**src/hw/rtl/binary_grid_ca_smoothing_assert.svh**
```systemverilog
// ----------------------------------------------------------------------------
// Assertion macros for the cave smoothing block
// Immediate-implication and next-cycle checks, clocked and reset-qualified.
// ----------------------------------------------------------------------------
`ifndef BINARY_GRID_CA_SMOOTHING_ASSERT_SVH
`define BINARY_GRID_CA_SMOOTHING_ASSERT_SVH

// ante holds -> cons holds in the same cycle
`define BGCS_ASSERT_IMPL(label, clk_s, rst_s, ante, cons) \
  label: assert property (@(posedge clk_s) disable iff (!rst_s) (ante) |-> (cons)) \
    else $error("bgcs: same-cycle check failed");

// ante holds -> cons holds in the next cycle
`define BGCS_ASSERT_NEXT(label, clk_s, rst_s, ante, cons) \
  label: assert property (@(posedge clk_s) disable iff (!rst_s) (ante) |=> (cons)) \
    else $error("bgcs: next-cycle check failed");

`endif

```
**src/hw/rtl/bgcs_pkg.sv**
```systemverilog
`timescale 1ns / 1ps
// ----------------------------------------------------------------------------
// bgcs_pkg
// Shared constants, types and helpers of the cave smoothing block.
// ----------------------------------------------------------------------------
package bgcs_pkg;

  localparam int DEF_MAX_WIDTH  = 256;
  localparam int DEF_MAX_HEIGHT = 256;
  localparam int RESET_DIM      = 64;
  localparam int RULE_PIVOT     = 4;
  localparam int DIM_W          = 9;
  localparam int COORD_W        = 8;
  localparam int CFG_IDX_W      = 2;

  localparam logic [CFG_IDX_W-1:0] REG_GRID_WIDTH  = CFG_IDX_W'(0);
  localparam logic [CFG_IDX_W-1:0] REG_GRID_HEIGHT = CFG_IDX_W'(1);

  typedef struct packed {
    logic bot;
    logic end_row;
    logic last_row;
  } tile_flags_t;

  typedef struct packed {
    logic [2:0]         mask;
    logic [COORD_W-1:0] col_a;
    logic [COORD_W-1:0] col_b;
    logic [COORD_W-1:0] row_a;
    logic [COORD_W-1:0] row_b;
    logic               wall_a;
    logic               wall_b;
    logic               wall_c;
    logic               done;
  } res_bundle_t;

  // written dimension -> last index, zero taken as one, saturated at maxv
  function automatic int unsigned dim_last(input logic [DIM_W-1:0] v,
                                           input int unsigned maxv);
    int unsigned vi;
    vi = 32'(v);
    if (vi == 0) begin
      return 0;
    end else if (vi > maxv) begin
      return maxv - 1;
    end else begin
      return vi - 1;
    end
  endfunction

  function automatic logic [3:0] count8(input logic [7:0] v);
    logic [3:0] n;
    n = 4'd0;
    for (int i = 0; i < 8; i++) begin
      n = n + 4'(v[i]);
    end
    return n;
  endfunction

endpackage

```
**src/hw/rtl/bgcs_in_if.sv**
```systemverilog
`timescale 1ns / 1ps
// ----------------------------------------------------------------------------
// bgcs_in_if
// Tile input channel: one raster tile per word.
// ----------------------------------------------------------------------------
interface bgcs_in_if ();
  logic valid;
  logic ready;
  logic tile_is_wall;

  modport source (output valid, output tile_is_wall, input ready);
  modport sink (input valid, input tile_is_wall, output ready);
endinterface

```
**src/hw/rtl/bgcs_out_if.sv**
```systemverilog
`timescale 1ns / 1ps
// ----------------------------------------------------------------------------
// bgcs_out_if
// Result channel: one smoothed tile with its coordinates per word.
// ----------------------------------------------------------------------------
interface bgcs_out_if import bgcs_pkg::*; ();
  logic               valid;
  logic               ready;
  logic [COORD_W-1:0] out_col;
  logic [COORD_W-1:0] out_row;
  logic               out_is_wall;
  logic               last_of_run;
  logic               frame_done;

  modport source (output valid, output out_col, output out_row, output out_is_wall,
                  output last_of_run, output frame_done, input ready);
  modport sink (input valid, input out_col, input out_row, input out_is_wall,
                input last_of_run, input frame_done, output ready);
endinterface

```
**src/hw/rtl/bgcs_cfg_if.sv**
```systemverilog
`timescale 1ns / 1ps
// ----------------------------------------------------------------------------
// bgcs_cfg_if
// Register write channel: index and data per word.
// ----------------------------------------------------------------------------
interface bgcs_cfg_if import bgcs_pkg::*; ();
  logic                 valid;
  logic                 ready;
  logic [CFG_IDX_W-1:0] index;
  logic [DIM_W-1:0]     data;

  modport source (output valid, output index, output data, input ready);
  modport sink (input valid, input index, input data, output ready);
endinterface

```
**src/hw/rtl/binary_grid_ca_smoothing.sv**
```systemverilog
`timescale 1ns / 1ps
// ----------------------------------------------------------------------------
// binary_grid_ca_smoothing
// One smoothing pass of the 4-5 cave automaton over a raster tile stream.
// ----------------------------------------------------------------------------
// Usage:
//   in_tile  : one tile word per handshake, raster order, 1 wall / 0 floor.
//   out_tile : smoothed tiles with column and row; up to three words per
//              input tile, last_of_run on the final one, frame_done on the
//              grid's last tile. A tile leaves about one row after arrival;
//              last-row tiles leave as they arrive.
//   cfg_wr   : grid_width (index 0), grid_height (index 1); any write to
//              either restarts the frame. Always ready; write while idle.
// Path: an input word passes the stage input register, then the result register.
// Throughput: one input word per cycle while each tile yields at most one
//   result and out_tile is ready; the single output port sets the pace at
//   row ends and in the last row (two or three words per tile).
// Reset: sizes 64 x 64, position and window cleared; line store contents
//   are left as they are and are only read where they do not matter.
// A stalled receiver holds the result register and backs up to in_tile.
// ----------------------------------------------------------------------------
`include "binary_grid_ca_smoothing_assert.svh"

module binary_grid_ca_smoothing import bgcs_pkg::*; #(
  parameter int MAX_WIDTH  = DEF_MAX_WIDTH,
  parameter int MAX_HEIGHT = DEF_MAX_HEIGHT
) (
  input  logic       clk,
  input  logic       rst_n,
  bgcs_cfg_if.sink   cfg_wr,
  bgcs_in_if.sink    in_tile,
  bgcs_out_if.source out_tile
);

  localparam int CW = $clog2(MAX_WIDTH);
  localparam int RW = $clog2(MAX_HEIGHT);

  logic [CW-1:0] col_cnt, wlast;
  logic [RW-1:0] row_cnt;
  logic          restart, end_row, last_row, accept;
  logic          bundle_valid, bundle_take;
  res_bundle_t   bundle;

  bgcs_ctrl #(
    .MAX_WIDTH  (MAX_WIDTH),
    .MAX_HEIGHT (MAX_HEIGHT)
  ) u_ctrl (
    .clk      (clk),
    .rst_n    (rst_n),
    .cfg      (cfg_wr),
    .accept   (accept),
    .col_cnt  (col_cnt),
    .row_cnt  (row_cnt),
    .wlast    (wlast),
    .restart  (restart),
    .end_row  (end_row),
    .last_row (last_row)
  );

  bgcs_stage #(
    .MAX_WIDTH  (MAX_WIDTH),
    .MAX_HEIGHT (MAX_HEIGHT)
  ) u_stage (
    .clk          (clk),
    .rst_n        (rst_n),
    .in_ch        (in_tile),
    .col_cnt      (col_cnt),
    .row_cnt      (row_cnt),
    .end_row      (end_row),
    .last_row     (last_row),
    .restart      (restart),
    .accept       (accept),
    .bundle       (bundle),
    .bundle_valid (bundle_valid),
    .bundle_take  (bundle_take)
  );

  bgcs_emit u_emit (
    .clk          (clk),
    .rst_n        (rst_n),
    .bundle       (bundle),
    .bundle_valid (bundle_valid),
    .bundle_take  (bundle_take),
    .out_ch       (out_tile)
  );

  `BGCS_ASSERT_IMPL(a_col_in_row, clk, rst_n, 1'b1, col_cnt <= wlast)
  `BGCS_ASSERT_NEXT(a_cfg_restart, clk, rst_n, restart, (col_cnt == '0) && (row_cnt == '0))
  `BGCS_ASSERT_NEXT(a_accept_loads, clk, rst_n, accept, bundle_valid)
  `BGCS_ASSERT_IMPL(a_done_closes_run, clk, rst_n, out_tile.valid && out_tile.frame_done, out_tile.last_of_run)

endmodule

```
**src/hw/rtl/bgcs_ram.sv**
```systemverilog
`timescale 1ns / 1ps
// ----------------------------------------------------------------------------
// bgcs_ram
// Generic single-write, single-read RAM with registered read (read-first).
// ----------------------------------------------------------------------------
module bgcs_ram #(
  parameter int WIDTH = 2,
  parameter int DEPTH = 256
) (
  input  logic                     clk,
  input  logic                     wr_en,
  input  logic [$clog2(DEPTH)-1:0] wr_addr,
  input  logic [WIDTH-1:0]         wr_data,
  input  logic                     rd_en,
  input  logic [$clog2(DEPTH)-1:0] rd_addr,
  output logic [WIDTH-1:0]         rd_data
);

  logic [WIDTH-1:0] mem [DEPTH];

  always_ff @(posedge clk) begin
    if (wr_en) begin
      mem[wr_addr] <= wr_data;
    end
    if (rd_en) begin
      rd_data <= mem[rd_addr];
    end
  end

endmodule

```
**src/hw/rtl/bgcs_ctrl.sv**
```systemverilog
`timescale 1ns / 1ps
// ----------------------------------------------------------------------------
// bgcs_ctrl
// Grid size registers and raster position counters.
// ----------------------------------------------------------------------------
module bgcs_ctrl import bgcs_pkg::*; #(
  parameter int MAX_WIDTH  = DEF_MAX_WIDTH,
  parameter int MAX_HEIGHT = DEF_MAX_HEIGHT
) (
  input  logic                          clk,
  input  logic                          rst_n,
  bgcs_cfg_if.sink                      cfg,
  input  logic                          accept,
  output logic [$clog2(MAX_WIDTH)-1:0]  col_cnt,
  output logic [$clog2(MAX_HEIGHT)-1:0] row_cnt,
  output logic [$clog2(MAX_WIDTH)-1:0]  wlast,
  output logic                          restart,
  output logic                          end_row,
  output logic                          last_row
);

  localparam int CW    = $clog2(MAX_WIDTH);
  localparam int RW    = $clog2(MAX_HEIGHT);
  localparam int W_RST = (RESET_DIM > MAX_WIDTH)  ? MAX_WIDTH - 1  : RESET_DIM - 1;
  localparam int H_RST = (RESET_DIM > MAX_HEIGHT) ? MAX_HEIGHT - 1 : RESET_DIM - 1;

  logic [CW-1:0] wlast_r, col_r, col_nxt;
  logic [RW-1:0] hlast_r, row_r, row_nxt;
  logic          cfg_fire;

  assign cfg.ready = 1'b1;
  assign cfg_fire  = cfg.valid && cfg.ready;
  assign restart   = cfg_fire && (cfg.index == REG_GRID_WIDTH ||
                                  cfg.index == REG_GRID_HEIGHT);

  assign end_row  = (col_r == wlast_r);
  assign last_row = (row_r == hlast_r);
  assign col_cnt  = col_r;
  assign row_cnt  = row_r;
  assign wlast    = wlast_r;

  always_comb begin
    col_nxt = col_r;
    row_nxt = row_r;
    if (restart) begin
      col_nxt = '0;
      row_nxt = '0;
    end else if (accept) begin
      if (end_row) begin
        col_nxt = '0;
        row_nxt = last_row ? '0 : row_r + RW'(1);
      end else begin
        col_nxt = col_r + CW'(1);
      end
    end
  end

  always_ff @(posedge clk) begin
    if (!rst_n) begin
      wlast_r <= CW'(W_RST);
      hlast_r <= RW'(H_RST);
      col_r   <= '0;
      row_r   <= '0;
    end else begin
      if (cfg_fire && cfg.index == REG_GRID_WIDTH) begin
        wlast_r <= CW'(dim_last(cfg.data, MAX_WIDTH));
      end
      if (cfg_fire && cfg.index == REG_GRID_HEIGHT) begin
        hlast_r <= RW'(dim_last(cfg.data, MAX_HEIGHT));
      end
      col_r <= col_nxt;
      row_r <= row_nxt;
    end
  end

endmodule

```
**src/hw/rtl/bgcs_stage.sv**
```systemverilog
`timescale 1ns / 1ps
// ----------------------------------------------------------------------------
// bgcs_stage
// Input register, line store, 3x3 window and 4-5 rule; builds the result set.
// ----------------------------------------------------------------------------
module bgcs_stage import bgcs_pkg::*; #(
  parameter int MAX_WIDTH  = DEF_MAX_WIDTH,
  parameter int MAX_HEIGHT = DEF_MAX_HEIGHT
) (
  input  logic                          clk,
  input  logic                          rst_n,
  bgcs_in_if.sink                       in_ch,
  input  logic [$clog2(MAX_WIDTH)-1:0]  col_cnt,
  input  logic [$clog2(MAX_HEIGHT)-1:0] row_cnt,
  input  logic                          end_row,
  input  logic                          last_row,
  input  logic                          restart,
  output logic                          accept,
  output res_bundle_t                   bundle,
  output logic                          bundle_valid,
  input  logic                          bundle_take
);

  localparam int CW  = $clog2(MAX_WIDTH);
  localparam int RW  = $clog2(MAX_HEIGHT);
  localparam int CXW = (CW > COORD_W) ? CW : COORD_W;
  localparam int RXW = (RW > COORD_W) ? RW : COORD_W;

  logic          s1_valid_r;
  logic [CW-1:0] c1_r;
  logic [RW-1:0] r1_r;
  tile_flags_t   fl1_r;
  logic          fwd_r;
  logic [1:0]    fwd_data_r;
  logic [8:0]    window_r, win_nxt;
  logic [1:0]    ram_q, rd_word, wr_word;
  logic          s1_adv, top, mid, centre, inner;
  logic [3:0]    walls;
  logic [CXW-1:0] ca_x, cb_x;
  logic [RXW-1:0] ra_x, rb_x;

  assign s1_adv       = s1_valid_r && bundle_take;
  assign in_ch.ready  = !s1_valid_r || s1_adv;
  assign accept       = in_ch.valid && in_ch.ready;
  assign bundle_valid = s1_valid_r;

  // same-address bypass: only hit on single-column grids
  assign rd_word = fwd_r ? fwd_data_r : ram_q;
  assign top     = rd_word[1];
  assign mid     = rd_word[0];
  assign wr_word = {mid, fl1_r.bot};

  bgcs_ram #(
    .WIDTH (2),
    .DEPTH (MAX_WIDTH)
  ) u_row_store (
    .clk     (clk),
    .wr_en   (s1_adv),
    .wr_addr (c1_r),
    .wr_data (wr_word),
    .rd_en   (accept),
    .rd_addr (col_cnt),
    .rd_data (ram_q)
  );

  assign win_nxt = {fl1_r.bot, mid, top, window_r[8:3]};
  assign centre  = win_nxt[4];
  assign walls   = count8({win_nxt[8:5], win_nxt[3:0]});
  assign inner   = (r1_r >= RW'(2)) && (c1_r >= CW'(2));

  assign ca_x = CXW'(c1_r - CW'(1));
  assign cb_x = CXW'(c1_r);
  assign ra_x = RXW'(r1_r - RW'(1));
  assign rb_x = RXW'(r1_r);

  always_comb begin
    bundle.mask[0] = (r1_r != '0) && (c1_r != '0);
    bundle.mask[1] = (r1_r != '0) && fl1_r.end_row;
    bundle.mask[2] = fl1_r.last_row;
    bundle.col_a   = ca_x[COORD_W-1:0];
    bundle.col_b   = cb_x[COORD_W-1:0];
    bundle.row_a   = ra_x[COORD_W-1:0];
    bundle.row_b   = rb_x[COORD_W-1:0];
    if (!inner) begin
      bundle.wall_a = centre;
    end else if (walls > 4'(RULE_PIVOT)) begin
      bundle.wall_a = 1'b1;
    end else if (walls < 4'(RULE_PIVOT)) begin
      bundle.wall_a = 1'b0;
    end else begin
      bundle.wall_a = centre;
    end
    bundle.wall_b = mid;
    bundle.wall_c = fl1_r.bot;
    bundle.done   = fl1_r.end_row;
  end

  always_ff @(posedge clk) begin
    if (!rst_n) begin
      s1_valid_r <= 1'b0;
      window_r   <= '0;
    end else begin
      if (accept) begin
        s1_valid_r <= 1'b1;
      end else if (s1_adv) begin
        s1_valid_r <= 1'b0;
      end
      if (restart) begin
        window_r <= '0;
      end else if (s1_adv) begin
        window_r <= win_nxt;
      end
    end
  end

  always_ff @(posedge clk) begin
    if (accept) begin
      c1_r           <= col_cnt;
      r1_r           <= row_cnt;
      fl1_r.bot      <= in_ch.tile_is_wall;
      fl1_r.end_row  <= end_row;
      fl1_r.last_row <= last_row;
      fwd_r          <= s1_adv && (c1_r == col_cnt);
      fwd_data_r     <= wr_word;
    end
  end

endmodule

```
**src/hw/rtl/bgcs_emit.sv**
```systemverilog
`timescale 1ns / 1ps
// ----------------------------------------------------------------------------
// bgcs_emit
// Result register: hands out the up to three results of one tile in order.
// ----------------------------------------------------------------------------
module bgcs_emit import bgcs_pkg::*; (
  input  logic        clk,
  input  logic        rst_n,
  input  res_bundle_t bundle,
  input  logic        bundle_valid,
  output logic        bundle_take,
  bgcs_out_if.source  out_ch
);

  logic [2:0]  mask_r;
  res_bundle_t b_r;
  logic        fire, last;

  assign out_ch.valid = (mask_r != 3'b000);
  assign fire         = out_ch.valid && out_ch.ready;
  assign last         = ((mask_r & (mask_r - 3'd1)) == 3'b000);
  assign bundle_take  = (mask_r == 3'b000) || (fire && last);

  assign out_ch.last_of_run = last;

  always_comb begin
    if (mask_r[0]) begin
      out_ch.out_col     = b_r.col_a;
      out_ch.out_row     = b_r.row_a;
      out_ch.out_is_wall = b_r.wall_a;
      out_ch.frame_done  = 1'b0;
    end else if (mask_r[1]) begin
      out_ch.out_col     = b_r.col_b;
      out_ch.out_row     = b_r.row_a;
      out_ch.out_is_wall = b_r.wall_b;
      out_ch.frame_done  = 1'b0;
    end else begin
      out_ch.out_col     = b_r.col_b;
      out_ch.out_row     = b_r.row_b;
      out_ch.out_is_wall = b_r.wall_c;
      out_ch.frame_done  = b_r.done;
    end
  end

  always_ff @(posedge clk) begin
    if (!rst_n) begin
      mask_r <= 3'b000;
    end else if (bundle_take && bundle_valid) begin
      mask_r <= bundle.mask;
    end else if (fire) begin
      mask_r <= mask_r & (mask_r - 3'd1);
    end
  end

  always_ff @(posedge clk) begin
    if (bundle_take && bundle_valid) begin
      b_r <= bundle;
    end
  end

endmodule
```
**src/flat_wrapper.sv**
```systemverilog
// flat-port wrapper written by rule: the top's interface ports become plain ports
module binary_grid_ca_smoothing_flat import bgcs_pkg::*;
#(
  parameter int MAX_WIDTH  = DEF_MAX_WIDTH,
  parameter int MAX_HEIGHT = DEF_MAX_HEIGHT
)
  (clk, rst_n, cfg_wr_valid, cfg_wr_index, cfg_wr_data, cfg_wr_ready, in_tile_valid, in_tile_tile_is_wall, in_tile_ready, out_tile_valid, out_tile_out_col, out_tile_out_row, out_tile_out_is_wall, out_tile_last_of_run, out_tile_frame_done, out_tile_ready);
  bgcs_cfg_if cfg_wr_i ();
  bgcs_in_if in_tile_i ();
  bgcs_out_if out_tile_i ();
  input  logic clk;
  input  logic rst_n;
  input wire logic [$bits(cfg_wr_i.valid)-1:0] cfg_wr_valid;
  input wire logic [$bits(cfg_wr_i.index)-1:0] cfg_wr_index;
  input wire logic [$bits(cfg_wr_i.data)-1:0] cfg_wr_data;
  output wire logic [$bits(cfg_wr_i.ready)-1:0] cfg_wr_ready;
  input wire logic [$bits(in_tile_i.valid)-1:0] in_tile_valid;
  input wire logic [$bits(in_tile_i.tile_is_wall)-1:0] in_tile_tile_is_wall;
  output wire logic [$bits(in_tile_i.ready)-1:0] in_tile_ready;
  output wire logic [$bits(out_tile_i.valid)-1:0] out_tile_valid;
  output wire logic [$bits(out_tile_i.out_col)-1:0] out_tile_out_col;
  output wire logic [$bits(out_tile_i.out_row)-1:0] out_tile_out_row;
  output wire logic [$bits(out_tile_i.out_is_wall)-1:0] out_tile_out_is_wall;
  output wire logic [$bits(out_tile_i.last_of_run)-1:0] out_tile_last_of_run;
  output wire logic [$bits(out_tile_i.frame_done)-1:0] out_tile_frame_done;
  input wire logic [$bits(out_tile_i.ready)-1:0] out_tile_ready;
  assign cfg_wr_i.valid = cfg_wr_valid;
  assign cfg_wr_i.index = cfg_wr_index;
  assign cfg_wr_i.data = cfg_wr_data;
  assign cfg_wr_ready = cfg_wr_i.ready;
  assign in_tile_i.valid = in_tile_valid;
  assign in_tile_i.tile_is_wall = in_tile_tile_is_wall;
  assign in_tile_ready = in_tile_i.ready;
  assign out_tile_valid = out_tile_i.valid;
  assign out_tile_out_col = out_tile_i.out_col;
  assign out_tile_out_row = out_tile_i.out_row;
  assign out_tile_out_is_wall = out_tile_i.out_is_wall;
  assign out_tile_last_of_run = out_tile_i.last_of_run;
  assign out_tile_frame_done = out_tile_i.frame_done;
  assign out_tile_i.ready = out_tile_ready;
  binary_grid_ca_smoothing #(.MAX_WIDTH(MAX_WIDTH), .MAX_HEIGHT(MAX_HEIGHT)) u_core (.clk(clk), .rst_n(rst_n), .cfg_wr(cfg_wr_i), .in_tile(in_tile_i), .out_tile(out_tile_i));
endmodule
```
**config.mk**
```make
export PLATFORM = sky130hd
export DESIGN_NAME = binary_grid_ca_smoothing_flat
export DESIGN_NICKNAME = d
export VERILOG_FILES = /design/src/hw/rtl/bgcs_pkg.sv /design/src/hw/rtl/bgcs_in_if.sv /design/src/hw/rtl/bgcs_out_if.sv /design/src/hw/rtl/bgcs_cfg_if.sv /design/src/hw/rtl/binary_grid_ca_smoothing.sv /design/src/hw/rtl/bgcs_ram.sv /design/src/hw/rtl/bgcs_ctrl.sv /design/src/hw/rtl/bgcs_stage.sv /design/src/hw/rtl/bgcs_emit.sv /design/src/flat_wrapper.sv
export VERILOG_INCLUDE_DIRS = /design/src /design/src/hw/rtl
export SDC_FILE = /design/constraint.sdc
export NUM_CORES = 1
export LEC_CHECK = 0
export BUFFER_PORTS_ARGS = -buffer_cell sky130_fd_sc_hd__buf_2
export CAP_MARGIN = 10
export CORE_MARGIN = 2
export CORE_UTILIZATION = 41
export DETAILED_ROUTE_END_ITERATION = 7
export GPL_TIMING_DRIVEN = 0
export PLACE_DENSITY_LB_ADDON = 0.05
export SYNTH_ARGS = -nofsm -noshare
export SYNTH_HDL_FRONTEND = slang
export SYNTH_SLANG_ARGS = --single-unit
```
**constraint.sdc**
```tcl
create_clock -name clk -period 14.3 [get_ports clk]
set_input_delay 0.715 -clock clk [delete_from_list [all_inputs] [get_ports clk]]
set_output_delay 0.715 -clock clk [all_outputs]
set_load 0.02 [all_outputs]
```
==> metrics <==
Clock transition at path regs=0.06 ns; WP data required=14.65 ns; drt first-iter violations=1269; slowest stage cell, crit path=buf_1; Die Ht=254.6 um; most frequent cells in the layout=572 x edfxtp_1, 305 x nor2_1, 109 x mux4_2; worst-case hold path end point=u_core.u_stage.bundle[1]; Compound-Gate Fraction of Synth Area=3.774%; CTS buffer count=68; Power Total=3.927 mW; Synth async-reset ratio=0%; largest net degree at the start of global routing=162; largest family of logic cells by synthesized area=multiplexers; # rows=91; Die Width=254.6 um; Yosys top cell by area=edfxtp_1; initial antenna violation count=1; Yosys warning count=0; TritonCTS clock tree=done; Vias per Instance=5.672; Routed WL=76130 um; buffer count from post-CTS setup fixing=0; R2R setup slack=10.08 ns; area of the mapped netlist=25760 sq um; CP max FO=10; clk_lat worst skew=0.62 ns; Die Area=64840 sq um; MaxCap Viol Count=0; kind of critical path=reg2reg; Yosys top cell area share=66.69%; vias=14939; Bufs and invs on worst path=4; grt ovf=0; setup ws final=10.08 ns; Final Hold Fails=0; Slew Limit Fails=0; Routed Antenna Nets=0; Max IR drop VDD=0.07902 mV; H-tree depth=3; Synth Area in Simple Gates=8.001%; Worst path max stage delay=0.93 ns; vias in the first global route=15044; outcome=completed; number of synthesized flops with an enable pin=572; multiplexer share of the synthesized area=13.09%; Netlist cell types=69; crit-path cells=clkbuf_1, buf_2, buf_2, buf_1, o21ai_0, a221oi_1, nor4_1, o31ai_1; R2R cell count=8; r2r endpoint=u_core.u_stage.u_row_store.rd_data[1]; Max Clock Freq=0.2370 GHz; wire per inst=28.90 um; Clock Path Buffers=3; #FFs+latches synth=614; setup_tns=0 ns; RSZ-0062 raised after global routing=no; period utilization=29.51%; pre-CTS WS=10.06 ns; post-synthesis sequential area ratio=69.95%; post-route insts no fill=2634; cell leakage power=9.211 nW; 1st-pass router iterations=7; Hold WC Path Type=in2reg; Port Buffer Count=37; commonest non-fill, non-tap cell in the layout=edfxtp_1; Remaining DRCs=0; core area=61940 sq um; hold path startpoint=in_tile_tile_is_wall; Tmin final=4.220 ns; syn_nets=1660; Starting Density=41.58%; final setup skew=0.02355 ns; number of cells after detailed placement=2512; GRT Total Usage=23.81%; Area contributors post-synth=edfxtp_1 67%, mux4_2 9.5%, nor2_1 4.4%, dfxtp_1 3.3%, mux2i_1 2.3%; critical path launch point type=flop; Post-layout nets=1781; post-cts sizing count=0; global-route wire length before repair=107300 um; Slew @ Worst Pin=1.311 ns; adder-cell share of the synthesized area=1.112%; post-detail-place hpwl=49920 um; area added between synthesis and finish=14.48%; GPL Wtd Cong=0.8286; Power Density=133.2 nW/um^2; diodes inserted=0; I/O pin total=39; final setup violation count=0; post-synthesis cell count=1625; Util after Layout=47.61%; CP endpoint kind=flop; CP delay by family, top=buffers and inverters; Hold-fix buffers, CTS=0; Crit path top cell by count=buf_2; CTS Root Cell=clkbuf_16; ratio of cells with drive above 1 in the final layout=18.81%; syn avg cell area=15.85 sq um; Rel. slew slack=12.26%; XOR/XNOR Fraction of Synth Area=1.632%; worst r2r src=u_core.u_ctrl.col_cnt[2]; CTS sink count=614; crit path DAT=4.57 ns; Synth Flop Type=edfxtp_1; Worst Hold Path Cells=1
-- Yosys cell counts (5+ instances only) --
master	count
a211oi_1	8
a21oi_1	28
a221oi_1	6
a22oi_1	13
and2_1	7
buf_2	17
buf_4	15
buf_6	8
clkbuf_1	58
dfxtp_1	42
edfxtp_1	572
ha_1	14
inv_1	29
mux2_2	28
mux2i_1	60
mux4_2	109
nand2_1	51
nand2b_1	5
nand3_1	26
nand4_1	13
nor2_1	305
nor2b_1	13
nor3_1	15
nor4_1	10
o211ai_1	15
o21ai_0	19
o221ai_1	6
o22ai_1	9
o31ai_1	7
or2_2	5
xnor2_1	27
xor2_1	21
-- logic make-up after synthesis --
group	after synthesis
AOI/OAI and AO/OA	140
other	1
DFF	614
adders and majority gates	21
and+or+nand+nor	474
xor gates and xnor gates	48
buffers and inverters	130
muxes	197
-- where the power goes --
part	total, mW	switching [mW]	internal (mW)
combinational	0.235	0.150	0.0848
clock	1.70	0.716	0.980
sequential	1.99	0.00808	1.99
-- worst max path at each step --
stage,from,end,cells past startpoint,slack [ns]
4_1_cts,u_core.u_ctrl.col_cnt[2],u_core.u_stage.u_row_store.rd_data[1],8,10.03
6_report,u_core.u_ctrl.col_cnt[2],u_core.u_stage.u_row_store.rd_data[1],8,10.08
2_1_floorplan,u_core.u_stage.bundle[1],u_core.u_emit.b_r[3],12,7.77
3_5_place_dp,u_core.u_ctrl.col_cnt[2],u_core.u_stage.u_row_store.rd_data[1],8,10.06
3_3_place_gp,u_core.u_stage.bundle[1],u_core.u_emit.b_r[3],12,4.32
5_1_grt,u_core.u_ctrl.col_cnt[2],u_core.u_stage.u_row_store.rd_data[1],8,10.01
-- metrics by stage --
step | instance area, sq um | hold slack [ns]
5_1_grt | 29490 | 0.2891
6_report | 29490 | 0.2998
2_1_floorplan | 25760 | 0.4064
3_5_place_dp | 27350 | 0.4192
4_1_cts | 29470 | 0.2748
3_3_place_gp | 26990 | 0.4131
-- flip-flops by register name, indices dropped and copies added (netlist names) --
| name | count |
|---|---|
| u_core.u_stage.window_r | 6 |
| u_core.u_stage.fwd_data_r | 2 |
| u_core.u_emit.mask_r | 3 |
| u_core.u_stage.u_row_store.mem | 512 |
| u_core.u_stage.fwd_r | 1 |
| u_core.u_stage.c1_r | 8 |
| u_core.u_emit.b_r | 36 |
| u_core.u_ctrl.row_cnt | 8 |
| u_core.u_ctrl.col_cnt | 8 |
| u_core.u_stage.bundle_valid | 1 |
| u_core.u_stage.r1_r | 8 |
| u_core.u_stage.bundle | 3 |
| u_core.u_stage.u_row_store.rd_data | 2 |
| u_core.u_ctrl.hlast_r | 8 |
| u_core.u_ctrl.wlast | 8 |
-- layout make-up --
type | count | area [sq um]
well taps | 837 | 1047
inverters | 30 | 120.1
multi-input cells | 881 | 7114
clock buffers | 90 | 1879
plain buffers | 100 | 518.0
flip-flops and latches | 614 | 18020
fillers | 5458 | 32450
repair buffers | 51 | 545.5
clock inverters | 31 | 245.2
-- worst register-to-register path, cell delays in order (launching register included) --
cell      delay [ns]
dfxtp_1         0.35
clkbuf_1        0.43
buf_2           0.45
buf_2           0.45
buf_1           0.94
o21ai_0         0.32
a221oi_1        0.44
nor4_1          0.13
o31ai_1         0.46
-- per-layer routing --
metal | global-route usage, % | wire (um) | part of all wire (%) | vias up
li1 | - | - | - | 6470
met1 | 32.79 | 33020 | 43 | 7756
met2 | 37.52 | 35400 | 46 | 575
met3 | 4.868 | 5115 | 6.7 | 138
met4 | 8.889 | 2595 | 3.4 | 0
met5 | 0 | 0 | 0 | -
Note: power is estimated with default switching activity, not from simulation.
